<file path="src/hw/rtl/enfp_pkg.sv">
// shared types and constants for the escaped node file parser
// no dependencies; imported by every module of the block
package enfp_pkg;

   // event codes carried on the result channel
   localparam logic [3:0] EV_NODE_START  = 4'd0;
   localparam logic [3:0] EV_SERVER_ID   = 4'd1;
   localparam logic [3:0] EV_CLIENT_ID   = 4'd2;
   localparam logic [3:0] EV_SPEED       = 4'd3;
   localparam logic [3:0] EV_LIGHT       = 4'd4;
   localparam logic [3:0] EV_TOP_ORDER   = 4'd5;
   localparam logic [3:0] EV_IGNORED     = 4'd6;
   localparam logic [3:0] EV_NODE_END    = 4'd7;
   localparam logic [3:0] EV_BAD_HEADER  = 4'd8;
   localparam logic [3:0] EV_BAD_VERSION = 4'd9;
   localparam logic [3:0] EV_BAD_SIZE    = 4'd10;
   localparam logic [3:0] EV_GOOD_END    = 4'd11;
   localparam logic [3:0] EV_BAD_END     = 4'd12;
   localparam logic [3:0] EV_HEADER_OK   = 4'd13;

   // register indexes on the csr port
   localparam logic [1:0] REG_ACCEPTED_VERSION        = 2'd0;
   localparam logic [1:0] REG_ACCEPTED_CLIENT_VERSION = 2'd1;
   localparam logic [1:0] REG_HEADER_ATTR_SIZE        = 2'd2;

   localparam logic [31:0] ACCEPTED_VERSION_RST        = 32'd3;
   localparam logic [31:0] ACCEPTED_CLIENT_VERSION_RST = 32'd23;
   localparam logic [15:0] HEADER_ATTR_SIZE_RST        = 16'd140;

   // result queue
   localparam int QUEUE_DEPTH = 4;
   localparam int QUEUE_AW    = $clog2(QUEUE_DEPTH);
   localparam int QUEUE_CW    = $clog2(QUEUE_DEPTH + 1);

   typedef struct packed {
      logic [31:0] accepted_version;
      logic [31:0] accepted_client_version;
      logic [15:0] header_attr_size;
   } enfp_cfg_type;

   typedef struct packed {
      logic [3:0]  event_res;
      logic [7:0]  attribute_code;
      logic [31:0] value_a;
      logic [15:0] value_b;
      logic        run_end;
   } enfp_res_type;

   typedef struct packed {
      logic [QUEUE_CW-1:0] count;
      logic                room;
   } enfp_qstat_type;

endpackage

</file>
<file path="src/hw/rtl/enfp_csr.sv">
// configuration registers of the escaped node file parser, apb-style access
// depends on enfp_pkg
module enfp_csr (
   input  logic                  clock,
   input  logic                  reset,
   input  logic                  csr_psel,
   input  logic                  csr_penable,
   input  logic                  csr_pwrite,
   input  logic [3:0]            csr_paddr,
   input  logic [31:0]           csr_pwdata,
   output logic [31:0]           csr_prdata,
   output logic                  csr_pready,
   output enfp_pkg::enfp_cfg_type cfg
);
   import enfp_pkg::*;

   enfp_cfg_type cfg_ff;
   logic         wr_en;

   assign csr_pready = 1'b1;
   assign wr_en      = csr_psel & csr_penable & csr_pwrite & csr_pready;
   assign cfg        = cfg_ff;

   always_ff @(posedge clock) begin
      if (reset) begin
         cfg_ff.accepted_version        <= ACCEPTED_VERSION_RST;
         cfg_ff.accepted_client_version <= ACCEPTED_CLIENT_VERSION_RST;
         cfg_ff.header_attr_size        <= HEADER_ATTR_SIZE_RST;
      end else if (wr_en) begin
         unique case (csr_paddr[3:2])
            REG_ACCEPTED_VERSION:        cfg_ff.accepted_version <= csr_pwdata;
            REG_ACCEPTED_CLIENT_VERSION: cfg_ff.accepted_client_version <= csr_pwdata;
            REG_HEADER_ATTR_SIZE:        cfg_ff.header_attr_size <= csr_pwdata[15:0];
            default: ;
         endcase
      end
   end

   always_comb begin
      unique case (csr_paddr[3:2])
         REG_ACCEPTED_VERSION:        csr_prdata = cfg_ff.accepted_version;
         REG_ACCEPTED_CLIENT_VERSION: csr_prdata = cfg_ff.accepted_client_version;
         REG_HEADER_ATTR_SIZE:        csr_prdata = {16'd0, cfg_ff.header_attr_size};
         default:                     csr_prdata = 32'd0;
      endcase
   end

endmodule

</file>
<file path="src/hw/rtl/enfp_parse.sv">
// input register, unescaping and parse state machine of the node file parser
// depends on enfp_pkg; gives up to two results per byte to the result queue
module enfp_parse (
   input  logic                   clock,
   input  logic                   reset,
   input  logic                   req_tvalid,
   output logic                   req_tready,
   input  logic [7:0]             req_tdata,
   input  logic                   req_tlast,
   input  enfp_pkg::enfp_cfg_type cfg,
   input  logic                   room,
   output logic [1:0]             res_n,
   output enfp_pkg::enfp_res_type res0,
   output enfp_pkg::enfp_res_type res1
);
   import enfp_pkg::*;

   localparam logic [7:0]  ESC_BYTE   = 8'hFD;
   localparam logic [7:0]  NODE_OPEN  = 8'hFE;
   localparam logic [7:0]  NODE_CLOSE = 8'hFF;
   localparam logic [15:0] HEADER_LEN = 16'd13;
   localparam logic [15:0] SKIP_LEN   = 16'd132;
   localparam logic [7:0]  CODE_SERVER_ID = 8'h10;
   localparam logic [7:0]  CODE_CLIENT_ID = 8'h11;
   localparam logic [7:0]  CODE_SPEED     = 8'h14;
   localparam logic [7:0]  CODE_LIGHT     = 8'h2A;
   localparam logic [7:0]  CODE_TOP_ORDER = 8'h2B;

   typedef enum logic [3:0] {
      PH_HEADER      = 4'd0,
      PH_VERSION     = 4'd1,
      PH_CLIENT      = 4'd2,
      PH_SKIP        = 4'd3,
      PH_NODE_START  = 4'd4,
      PH_NODE_HEAD   = 4'd5,
      PH_ATTR_CODE   = 4'd6,
      PH_ATTR_SIZE   = 4'd7,
      PH_ATTR_VALUE  = 4'd8,
      PH_ATTR_SKIP   = 4'd9,
      PH_ENDED       = 4'd10
   } phase_type;

   function automatic logic [2:0] needed_size(input logic [7:0] code);
      case (code)
         CODE_SERVER_ID, CODE_CLIENT_ID, CODE_SPEED: needed_size = 3'd2;
         CODE_LIGHT:                                 needed_size = 3'd4;
         CODE_TOP_ORDER:                             needed_size = 3'd1;
         default:                                    needed_size = 3'd0;
      endcase
   endfunction

   // input register
   logic       in_valid_ff, in_valid_in;
   logic [7:0] in_byte_ff, in_byte_in;
   logic       in_last_ff, in_last_in;

   // parse state
   logic        esc_ff, esc_in;
   phase_type   phase_ff, phase_in;
   logic [15:0] cnt_ff, cnt_in;
   logic [31:0] acc_ff, acc_in;
   logic [7:0]  code_ff, code_in;
   logic [15:0] size_ff, size_in;
   logic [31:0] ver_ff, ver_in;
   logic        stop_ff, stop_in;
   logic [7:0]  prev_ff, prev_in;

   logic         fire, accept, have, good, p_valid, e_valid;
   logic [15:0]  cnt_inc;
   logic [31:0]  acc_gather, acc_head;
   logic [1:0]   head_lane;
   logic [7:0]   want;
   logic [2:0]   need;
   enfp_res_type p_res, e_res;

   assign fire       = in_valid_ff & room;
   assign req_tready = ~in_valid_ff | room;
   assign accept     = req_tvalid & req_tready;

   assign cnt_inc    = cnt_ff + 16'd1;
   assign acc_gather = acc_ff | ({24'd0, in_byte_ff} << {cnt_ff[1:0], 3'b000});
   assign head_lane  = cnt_ff[1:0] - 2'd1;
   assign acc_head   = acc_ff | ({24'd0, in_byte_ff} << {head_lane, 3'b000});
   assign need       = needed_size(code_ff);

   always_comb begin
      case (cnt_ff)
         16'd4:   want = NODE_OPEN;
         16'd10:  want = 8'd1;
         16'd11:  want = cfg.header_attr_size[7:0];
         16'd12:  want = cfg.header_attr_size[15:8];
         default: want = 8'd0;
      endcase
   end

   always_comb begin
      in_valid_in = accept ? 1'b1 : (fire ? 1'b0 : in_valid_ff);
      in_byte_in  = accept ? req_tdata : in_byte_ff;
      in_last_in  = accept ? req_tlast : in_last_ff;

      esc_in   = esc_ff;
      phase_in = phase_ff;
      cnt_in   = cnt_ff;
      acc_in   = acc_ff;
      code_in  = code_ff;
      size_in  = size_ff;
      ver_in   = ver_ff;
      stop_in  = stop_ff;
      prev_in  = prev_ff;
      have     = 1'b0;
      good     = 1'b0;
      p_valid  = 1'b0;
      e_valid  = 1'b0;
      p_res    = '0;
      e_res    = '0;

      if (fire && !stop_ff) begin
         // unescape: a pending escape makes this byte literal
         if (esc_ff) begin
            esc_in = 1'b0;
            have   = 1'b1;
         end else if (in_byte_ff == ESC_BYTE) begin
            esc_in = ~in_last_ff;
         end else begin
            have = 1'b1;
         end

         if (have) begin
            prev_in = in_byte_ff;
            unique case (phase_ff)
               PH_HEADER: begin
                  if (in_byte_ff != want) begin
                     stop_in = 1'b1;
                     p_valid = 1'b1;
                     p_res.event_res = EV_BAD_HEADER;
                  end else begin
                     cnt_in = cnt_inc;
                     if (cnt_inc >= HEADER_LEN) begin
                        phase_in = PH_VERSION;
                        cnt_in   = 16'd0;
                        acc_in   = 32'd0;
                     end
                  end
               end
               PH_VERSION: begin
                  acc_in = acc_gather;
                  cnt_in = cnt_inc;
                  if (cnt_inc >= 16'd4) begin
                     ver_in   = acc_gather;
                     phase_in = PH_CLIENT;
                     cnt_in   = 16'd0;
                     acc_in   = 32'd0;
                  end
               end
               PH_CLIENT: begin
                  acc_in = acc_gather;
                  cnt_in = cnt_inc;
                  if (cnt_inc >= 16'd4) begin
                     cnt_in  = 16'd0;
                     p_valid = 1'b1;
                     p_res.value_a = ver_ff;
                     p_res.value_b = acc_gather[15:0];
                     if (ver_ff != cfg.accepted_version &&
                         acc_gather != cfg.accepted_client_version) begin
                        stop_in = 1'b1;
                        p_res.event_res = EV_BAD_VERSION;
                     end else begin
                        phase_in = PH_SKIP;
                        p_res.event_res = EV_HEADER_OK;
                     end
                  end
               end
               PH_SKIP: begin
                  cnt_in = cnt_inc;
                  if (cnt_inc >= SKIP_LEN) begin
                     phase_in = PH_NODE_START;
                     cnt_in   = 16'd0;
                  end
               end
               PH_NODE_START: begin
                  if (in_byte_ff == NODE_OPEN) begin
                     phase_in = PH_NODE_HEAD;
                     cnt_in   = 16'd0;
                     acc_in   = 32'd0;
                  end else begin
                     phase_in = PH_ENDED;
                  end
               end
               PH_NODE_HEAD: begin
                  if (cnt_ff == 16'd0) begin
                     code_in = in_byte_ff;
                     cnt_in  = 16'd1;
                     acc_in  = 32'd0;
                  end else begin
                     acc_in = acc_head;
                     cnt_in = cnt_inc;
                     if (cnt_inc >= 16'd5) begin
                        phase_in = PH_ATTR_CODE;
                        cnt_in   = 16'd0;
                        p_valid  = 1'b1;
                        p_res.event_res      = EV_NODE_START;
                        p_res.attribute_code = code_ff;
                        p_res.value_a        = acc_head;
                     end
                  end
               end
               PH_ATTR_CODE: begin
                  if (in_byte_ff == NODE_CLOSE) begin
                     phase_in = PH_NODE_START;
                     p_valid  = 1'b1;
                     p_res.event_res = EV_NODE_END;
                  end else begin
                     code_in  = in_byte_ff;
                     phase_in = PH_ATTR_SIZE;
                     cnt_in   = 16'd0;
                     acc_in   = 32'd0;
                  end
               end
               PH_ATTR_SIZE: begin
                  acc_in = acc_gather;
                  cnt_in = cnt_inc;
                  if (cnt_inc >= 16'd2) begin
                     size_in = acc_gather[15:0];
                     cnt_in  = 16'd0;
                     acc_in  = 32'd0;
                     p_res.attribute_code = code_ff;
                     p_res.value_b        = acc_gather[15:0];
                     if (need == 3'd0) begin
                        // unknown attribute: report and skip its value
                        phase_in = (acc_gather[15:0] == 16'd0) ? PH_ATTR_CODE : PH_ATTR_SKIP;
                        p_valid  = 1'b1;
                        p_res.event_res = EV_IGNORED;
                     end else if (acc_gather[15:0] != {13'd0, need}) begin
                        stop_in = 1'b1;
                        p_valid = 1'b1;
                        p_res.event_res = EV_BAD_SIZE;
                     end else begin
                        phase_in = PH_ATTR_VALUE;
                     end
                  end
               end
               PH_ATTR_VALUE: begin
                  acc_in = acc_gather;
                  cnt_in = cnt_inc;
                  if (cnt_inc >= size_ff) begin
                     phase_in = PH_ATTR_CODE;
                     cnt_in   = 16'd0;
                     p_valid  = 1'b1;
                     p_res.attribute_code = code_ff;
                     p_res.value_a        = acc_gather;
                     case (code_ff)
                        CODE_SERVER_ID: p_res.event_res = EV_SERVER_ID;
                        CODE_CLIENT_ID: p_res.event_res = EV_CLIENT_ID;
                        CODE_SPEED:     p_res.event_res = EV_SPEED;
                        CODE_LIGHT: begin
                           p_res.event_res = EV_LIGHT;
                           p_res.value_a   = {16'd0, acc_gather[15:0]};
                           p_res.value_b   = acc_gather[31:16];
                        end
                        default:        p_res.event_res = EV_TOP_ORDER;
                     endcase
                  end
               end
               PH_ATTR_SKIP: begin
                  cnt_in = cnt_inc;
                  if (cnt_inc >= size_ff) begin
                     phase_in = PH_ATTR_CODE;
                     cnt_in   = 16'd0;
                  end
               end
               PH_ENDED: begin
                  // decoded data after the closing byte
                  stop_in = 1'b1;
                  p_valid = 1'b1;
                  p_res.event_res = EV_BAD_END;
               end
               default: ;
            endcase
         end

         if (in_last_ff && !stop_in) begin
            good    = (phase_in == PH_ENDED) && (prev_in == NODE_CLOSE);
            e_valid = 1'b1;
            e_res.event_res = good ? EV_GOOD_END : EV_BAD_END;
         end
      end

      // last-marked byte rearms everything but the registers
      if (fire && in_last_ff) begin
         esc_in   = 1'b0;
         phase_in = PH_HEADER;
         cnt_in   = 16'd0;
         acc_in   = 32'd0;
         code_in  = 8'd0;
         size_in  = 16'd0;
         ver_in   = 32'd0;
         stop_in  = 1'b0;
         prev_in  = 8'd0;
      end
   end

   always_comb begin
      res_n = {1'b0, p_valid} + {1'b0, e_valid};
      res0  = p_valid ? p_res : e_res;
      res1  = e_res;
      res0.run_end = ~(p_valid & e_valid);
      res1.run_end = 1'b1;
   end

   always_ff @(posedge clock) begin
      if (reset) begin
         in_valid_ff <= 1'b0;
         esc_ff      <= 1'b0;
         phase_ff    <= PH_HEADER;
         cnt_ff      <= 16'd0;
         acc_ff      <= 32'd0;
         code_ff     <= 8'd0;
         size_ff     <= 16'd0;
         ver_ff      <= 32'd0;
         stop_ff     <= 1'b0;
         prev_ff     <= 8'd0;
      end else begin
         in_valid_ff <= in_valid_in;
         esc_ff      <= esc_in;
         phase_ff    <= phase_in;
         cnt_ff      <= cnt_in;
         acc_ff      <= acc_in;
         code_ff     <= code_in;
         size_ff     <= size_in;
         ver_ff      <= ver_in;
         stop_ff     <= stop_in;
         prev_ff     <= prev_in;
      end
      in_byte_ff <= in_byte_in;
      in_last_ff <= in_last_in;
   end

endmodule

</file>
<file path="src/hw/rtl/enfp_queue.sv">
// result queue of the node file parser: takes up to two results a cycle,
// gives one a cycle on the result channel while rsp_tready is high; depends on enfp_pkg
module enfp_queue (
   input  logic                   clock,
   input  logic                   reset,
   input  logic [1:0]             res_n,
   input  enfp_pkg::enfp_res_type res0,
   input  enfp_pkg::enfp_res_type res1,
   output logic                   rsp_tvalid,
   input  logic                   rsp_tready,
   output enfp_pkg::enfp_res_type rsp_res,
   output enfp_pkg::enfp_qstat_type stat
);
   import enfp_pkg::*;

   enfp_res_type        slot_ff [QUEUE_DEPTH];
   logic [QUEUE_AW-1:0] wp_ff, wp_in, wp_next;
   logic [QUEUE_AW-1:0] rp_ff, rp_in;
   logic [QUEUE_CW-1:0] cnt_ff, cnt_in;
   logic                pop;

   assign pop        = rsp_tvalid & rsp_tready;
   assign rsp_tvalid = (cnt_ff != '0);
   assign rsp_res    = slot_ff[rp_ff];
   assign wp_next    = wp_ff + 1'b1;

   // room for a full pair of results, whatever leaves this cycle
   assign stat.count = cnt_ff;
   assign stat.room  = (cnt_ff <= QUEUE_CW'(QUEUE_DEPTH - 2));

   always_comb begin
      wp_in  = wp_ff + QUEUE_AW'(res_n);
      rp_in  = pop ? rp_ff + 1'b1 : rp_ff;
      cnt_in = cnt_ff + QUEUE_CW'(res_n) - QUEUE_CW'(pop);
   end

   always_ff @(posedge clock) begin
      if (reset) begin
         wp_ff  <= '0;
         rp_ff  <= '0;
         cnt_ff <= '0;
      end else begin
         wp_ff  <= wp_in;
         rp_ff  <= rp_in;
         cnt_ff <= cnt_in;
      end
      if (res_n != 2'd0) slot_ff[wp_ff] <= res0;
      if (res_n == 2'd2) slot_ff[wp_next] <= res1;
   end

endmodule

</file>
<file path="src/hw/rtl/escaped_node_file_parser.sv">
// top level of the escaped node file parser: csr block, parser, result queue
// depends on enfp_pkg, enfp_csr, enfp_parse, enfp_queue
//
//   channel   direction   handshake              payload
//   req       in          req_tvalid/req_tready  tdata raw byte, tlast last byte of file
//   rsp       out         rsp_tvalid/rsp_tready  tuser event, tdata code/values, tlast run end
//   csr       in          apb psel/penable       three registers at 0x0, 0x4, 0x8
//
// one byte a cycle sustained while the queue has room; a byte is registered on
// acceptance in the input register, parsed by the phase logic once the queue has
// room, and its results (none, one or two) are written to a four-entry queue that
// drives rsp; req_tready drops only while a byte waits and the queue lacks room for
// two results; a byte giving two results adds one result of backlog that the queue absorbs
// synchronous reset clears control state and loads register defaults; no sweep
module escaped_node_file_parser (
   input  logic        clock,
   input  logic        reset,
   // input item channel
   input  logic        req_tvalid,
   output logic        req_tready,
   input  logic [7:0]  req_tdata,   // [7:0] raw_byte
   input  logic        req_tlast,   // last_byte
   // result channel
   output logic        rsp_tvalid,
   input  logic        rsp_tready,
   output logic [55:0] rsp_tdata,   // [7:0] attribute_code, [39:8] value_a, [55:40] value_b
   output logic [3:0]  rsp_tuser,   // [3:0] event_res
   output logic        rsp_tlast,   // run_end
   // configuration port
   input  logic        csr_psel,
   input  logic        csr_penable,
   input  logic        csr_pwrite,
   input  logic [3:0]  csr_paddr,
   input  logic [31:0] csr_pwdata,
   output logic [31:0] csr_prdata,
   output logic        csr_pready
);
   import enfp_pkg::*;

   enfp_cfg_type   cfg;
   enfp_qstat_type queue_stat;
   enfp_res_type   res0, res1, rsp_res;
   logic [1:0]     res_n;

   enfp_csr u_csr (
      .clock       (clock),
      .reset       (reset),
      .csr_psel    (csr_psel),
      .csr_penable (csr_penable),
      .csr_pwrite  (csr_pwrite),
      .csr_paddr   (csr_paddr),
      .csr_pwdata  (csr_pwdata),
      .csr_prdata  (csr_prdata),
      .csr_pready  (csr_pready),
      .cfg         (cfg)
   );

   // unescape and parse, one byte per cycle while the queue has room
   enfp_parse u_parse (
      .clock      (clock),
      .reset      (reset),
      .req_tvalid (req_tvalid),
      .req_tready (req_tready),
      .req_tdata  (req_tdata),
      .req_tlast  (req_tlast),
      .cfg        (cfg),
      .room       (queue_stat.room),
      .res_n      (res_n),
      .res0       (res0),
      .res1       (res1)
   );

   // results in order, decoupled from the rsp stall
   enfp_queue u_queue (
      .clock      (clock),
      .reset      (reset),
      .res_n      (res_n),
      .res0       (res0),
      .res1       (res1),
      .rsp_tvalid (rsp_tvalid),
      .rsp_tready (rsp_tready),
      .rsp_res    (rsp_res),
      .stat       (queue_stat)
   );

   assign rsp_tdata = {rsp_res.value_b, rsp_res.value_a, rsp_res.attribute_code};
   assign rsp_tuser = rsp_res.event_res;
   assign rsp_tlast = rsp_res.run_end;

`ifndef NO_ASSERTIONS
   // queue never holds more than its depth
   a_queue_bound: assert property (@(posedge clock) disable iff (reset)
      queue_stat.count <= QUEUE_CW'(QUEUE_DEPTH))
      else $error("result queue overfilled");

   // results are only written when a full pair fits
   a_write_room: assert property (@(posedge clock) disable iff (reset)
      (res_n != 2'd0) |-> queue_stat.room)
      else $error("results written without room");

   // a second result of a byte always closes the run
   a_pair_end: assert property (@(posedge clock) disable iff (reset)
      (res_n == 2'd2) |-> (!res0.run_end && res1.run_end))
      else $error("run end misplaced on result pair");
`endif

endmodule
</file>
<file path="config.mk">
export PLATFORM = sky130hd
export DESIGN_NAME = escaped_node_file_parser
export DESIGN_NICKNAME = d
export VERILOG_FILES = /design/src/hw/rtl/enfp_pkg.sv /design/src/hw/rtl/enfp_csr.sv /design/src/hw/rtl/enfp_parse.sv /design/src/hw/rtl/enfp_queue.sv /design/src/hw/rtl/escaped_node_file_parser.sv
export SDC_FILE = /design/constraint.sdc
export NUM_CORES = 1
export LEC_CHECK = 0
export BUFFER_PORTS_ARGS = -buffer_cell sky130_fd_sc_hd__buf_2
export CORE_UTILIZATION = 51
export CTS_CLUSTER_SIZE = 12
export DETAILED_ROUTE_END_ITERATION = 7
export PLACE_DENSITY = 0.75
export SLEW_MARGIN = 10
export SYNTH_ARGS = -nofsm -noshare
export SYNTH_HDL_FRONTEND = slang
export SYNTH_SLANG_ARGS = --single-unit
export TNS_END_PERCENT = 10
</file>
<file path="constraint.sdc">
create_clock -name clock -period 11.1 [get_ports clock]
set_input_delay 1.665 -clock clock [delete_from_list [all_inputs] [get_ports clock]]
set_output_delay 1.665 -clock clock [all_outputs]
set_load 0.01 [all_outputs]
</file>
==> metrics.yaml <==
worst-endpoint-arrival_ns: 7.82
asyncSetResetFlopFracSynth_pct: 0
final_critical_path_setup_slack_ns: 3.83
clock_tree.buffer_depth: 3
highest_attainable_clock_frequency_mhz: 138
cts.clk_slew.worst_paths_ns: 0.06
finalHoldViolations: 0
finalCriticalPeriod_ns: 7.27
grt_overflow_total: 0
die_width_microns: 208
synthToLayoutAreaGrowth_pct: 12.7
fillers: 3603
multi_input_comb_area_sq_um: 11400
post-route-drc-count: 0
detailedPlace.worstSlack_ns: 4.02
critical_register_to_register_path_endpoint: "u_queue.slot_ff[1][23]$_SDFFE_PP0P_"
holdBufCountCts: 0
port_buffers: 144
run_status: "finished clean"
hold_start: "u_queue.slot_ff[1][43]$_SDFFE_PP0P_"
vdd_ir_drop_max_uv: 110
slew_of_the_pin_with_the_lowest_slew_margin_ns: 1.23
ctsResizeCount: 0
peak_fanout_along_the_critical_path: 36
n_antenna_cell: 0
floorplan.die.height_microns: 208
floorplan.core_area_sq_um: 41900
globalRouteTotalUtil_pct: 30.8
met2RoutedLength_microns: 29800
tritoncts_buffer_count: 49
cts_post_setup_buffers_inserted: 0
postRouteWirelength_microns: 67700
register_area_sq_um: 9490
ys_ff_latch: 461
critPathMostFrequentCell: "ha_1"
dominant_register_cell_in_the_synthesized_netlist: "dfxtp_1"
synth_sequential_area_ratio_pct: 43.7
row_count: 75
detail_route.wirelength.met1_microns: 29300
detail_route.vias_per_cell: 6.44
floorplan.die_area_sq_um: 43400
totalNegativeSetupSlack_ns: 0
topRoutingLayerUsed: "met4"
worst_slew_margin_rel_pct: 17.8
grt_max_degree: 97
p_per_cell_area_nw_per_um2: 161
final_worst_clock_skew_ns: 0.0280
cts_max_level: 2
synth_nets: 2439
syn-instance-count: 2360
clock_tree.root_cell: "clkbuf_16"
drt_first_pass_iters: 5
ff2ff_path_depth: 17
nets: 2496
cts_tree: "built"
layout_worst_path_cycle_share_pct: 65.5
endpoint_kind_of_the_worst_setup_timing_path: "flop"
report.final.slew_viol_count: 0
worst_path_max_delay_cell: "o31ai_4"
dpl.hpwl_microns: 46800
crit_chain: "ha_1 > nand3_1 > or4_1 > xnor2_1 > ha_1 > and4_1 > a221oi_1 > a21oi_1 > a2111o_1 > o31ai_4 > ha_1 > inv_1 > nand2_1 > nand2_1 > nand2_2 > buf_4 > a22o_1"
worst_hold_path.endpoint: "u_queue.slot_ff[1][43]$_SDFFE_PP0P_"
final_layout_size_suffix_gt1_share_pct: 15.0
gp_congestion: 0.974
route.met3.wl_microns: 6460
worst_ep_required_time_ns: 11.65
synth_area_sq_um: 21700
syn-mean-instance-area_sq_um: 9.19
critical_path.top_delay_family: "compound AO/OA/AOI/OAI gates"
holdCritPathClass: "flop to flop"
worst_setup_path_start_kind: "flop"
first_iter_violations: 2162
pin_count: 148
wire_per_inst_microns: 22.7
via_count: 19233
hold_path_depth: 2
layout.cells.most_common_list: "434 x dfxtp_1, 278 x nand2_1, 205 x a22o_1, 200 x a21oi_1, 184 x nor2_1"
vias_in_the_first_global_route: 18375
yosys_warnings: 0
power.static_leakage_nw: 8.98
power_w: 0.00394
clk-insertion-delay-late_ns: 0.61
max-cap-violations: 0
effective_utilization_at_floorplan_pct: 51.7
tritoncts_num_sinks: 461
layout.cells.most_common: "dfxtp_1"
grt_first_pass_wirelength_microns: 106000
critical-path-max-stage-delay_ns: 0.80
reg2reg_from: "u_parse.cnt_ff[1]$_SDFFE_PP0P_"
r2r_slack_ns: 3.83
initial_antenna_violation_count: 0
timing.critical_path.buf_inv: 2
grt_setup_unrepaired: "false"
setup_violators_final: 0
synth_enable_flop_cells: 25
worstSetupPathType: "flop to flop"
antenna_left: 0
netlist-cell-type-count: 76
## report_power, final
group / internal [W] / leakage, nW / switching (W)
Combinational: 0.000192 / 4.48 / 0.000368
Clock: 0.000933 / 0.763 / 0.000693
Sequential: 0.00171 / 3.73 / 0.0000440
Total: 0.00283 / 8.98 / 0.00111
## metal layers
metal | up-vias | global-route usage (%)
li1 | 8771 | -
met1 | 9321 | 44.3
met2 | 996 | 46.3
met3 | 145 | 5.72
met4 | 0 | 10.6
met5 | - | 0
## area by class of cell
cell class	instances	area share, %
clock buffer	72	5.95
clock inverter	10	0.568
inverter	58	0.890
multi-input combinational	1650	46.5
sequential	461	38.8
tap	539	2.76
timing repair buffer	197	4.57
## Yosys cell counts, types with 17 or more instances
| cell | count | share of area (%) |
|---|---|---|
| dfxtp_1 | 436 | 40 |
| nand2_1 | 280 | 4.8 |
| a22o_1 | 205 | 8.3 |
| a21oi_1 | 200 | 4.6 |
| nor2_1 | 188 | 3.3 |
| clkbuf_1 | 163 | 2.8 |
| o21ai_0 | 83 | 1.9 |
| xnor2_1 | 68 | 2.7 |
| a211oi_1 | 61 | 2.1 |
| mux4_2 | 61 | 6.3 |
| inv_1 | 57 | 0.99 |
| nor3_1 | 47 | 1.1 |
| mux2i_1 | 43 | 2.0 |
| o22ai_1 | 40 | 1.2 |
| nand3_1 | 27 | 0.62 |
| ha_1 | 26 | 1.5 |
| nand4_1 | 26 | 0.75 |
| a22oi_1 | 25 | 0.87 |
| edfxtp_1 | 25 | 3.5 |
| xor2_1 | 21 | 0.85 |
| nor2b_1 | 19 | 0.55 |
| a32o_1 | 18 | 0.83 |
| buf_1 | 17 | 0.29 |
| nand2b_1 | 17 | 0.49 |
## worst min-delay path, cell delays in order, from the launching register on
cell and delay (ns):
dfxtp_1 0.32, nand2_1 0.04, o21ai_0 0.05
## worst max-delay path by stage
stage / slack (ns) / from / end / cells after the start
finish: 3.83 / u_parse.cnt_ff[1]$_SDFFE_PP0P_ / u_queue.slot_ff[1][23]$_SDFFE_PP0P_ / 17
global route: 3.54 / u_parse.cnt_ff[0]$_SDFFE_PP0P_ / u_queue.slot_ff[1][28]$_SDFFE_PP0P_ / 17
global placement: 4.06 / u_parse.cnt_ff[0]$_SDFFE_PP0P_ / u_queue.slot_ff[1][27]$_SDFFE_PP0P_ / 17
floorplan: 5.53 / u_parse.cnt_ff[0]$_SDFFE_PP0P_ / u_queue.slot_ff[3][57]$_DFFE_PP_ / 21
CTS: 3.97 / u_parse.cnt_ff[0]$_SDFFE_PP0P_ / u_queue.slot_ff[1][23]$_SDFFE_PP0P_ / 17
detailed placement: 4.02 / u_parse.cnt_ff[0]$_SDFFE_PP0P_ / u_queue.slot_ff[1][11]$_SDFFE_PP0P_ / 17
## flip-flops by register name, summed over array words and instances, names as in the netlist, named ones only
register             flops
u_parse.code_ff          8
u_parse.ver_ff          32
u_parse.prev_ff          8
u_parse.esc_ff           1
u_queue.wp_ff            2
u_parse.phase_ff         4
u_parse.in_byte_ff       8
u_parse.size_ff         16
u_parse.in_valid_ff      1
u_parse.acc_ff          32
u_parse.stop_ff          1
u_queue.cnt_ff           3
u_queue.slot_ff        244
u_parse.cnt_ff          16
u_queue.rp_ff            2
u_csr.cfg               80
u_parse.in_last_ff       1
## stage by stage
stage	utilization (%)	hold slack [ns]	cell area, sq um	instances
after floorplan	-	0.420	21700	2360
after global placement	54.5	0.428	22900	2905
after detailed placement	54.5	0.442	22900	2905
after CTS	58.3	0.455	24500	2987
after global routing	58.3	0.486	24500	2987
final	58.3	0.455	24500	2987
## cells by family (layout without fill, tap and decap cells)
family	Yosys count	count (layout)	synth area share (%)
and+or+nand+nor	704	704	15.0
muxes	104	104	8.32
buffers and inverters	249	337	4.38
adders and majority gates	27	27	1.59
AOI/OAI and AO/OA	725	725	23.4
xor gates and xnor gates	89	89	3.59
DFF	461	461	43.7
other	1	1	0.0173
Note: power is estimated with default switching activity, not from simulation.
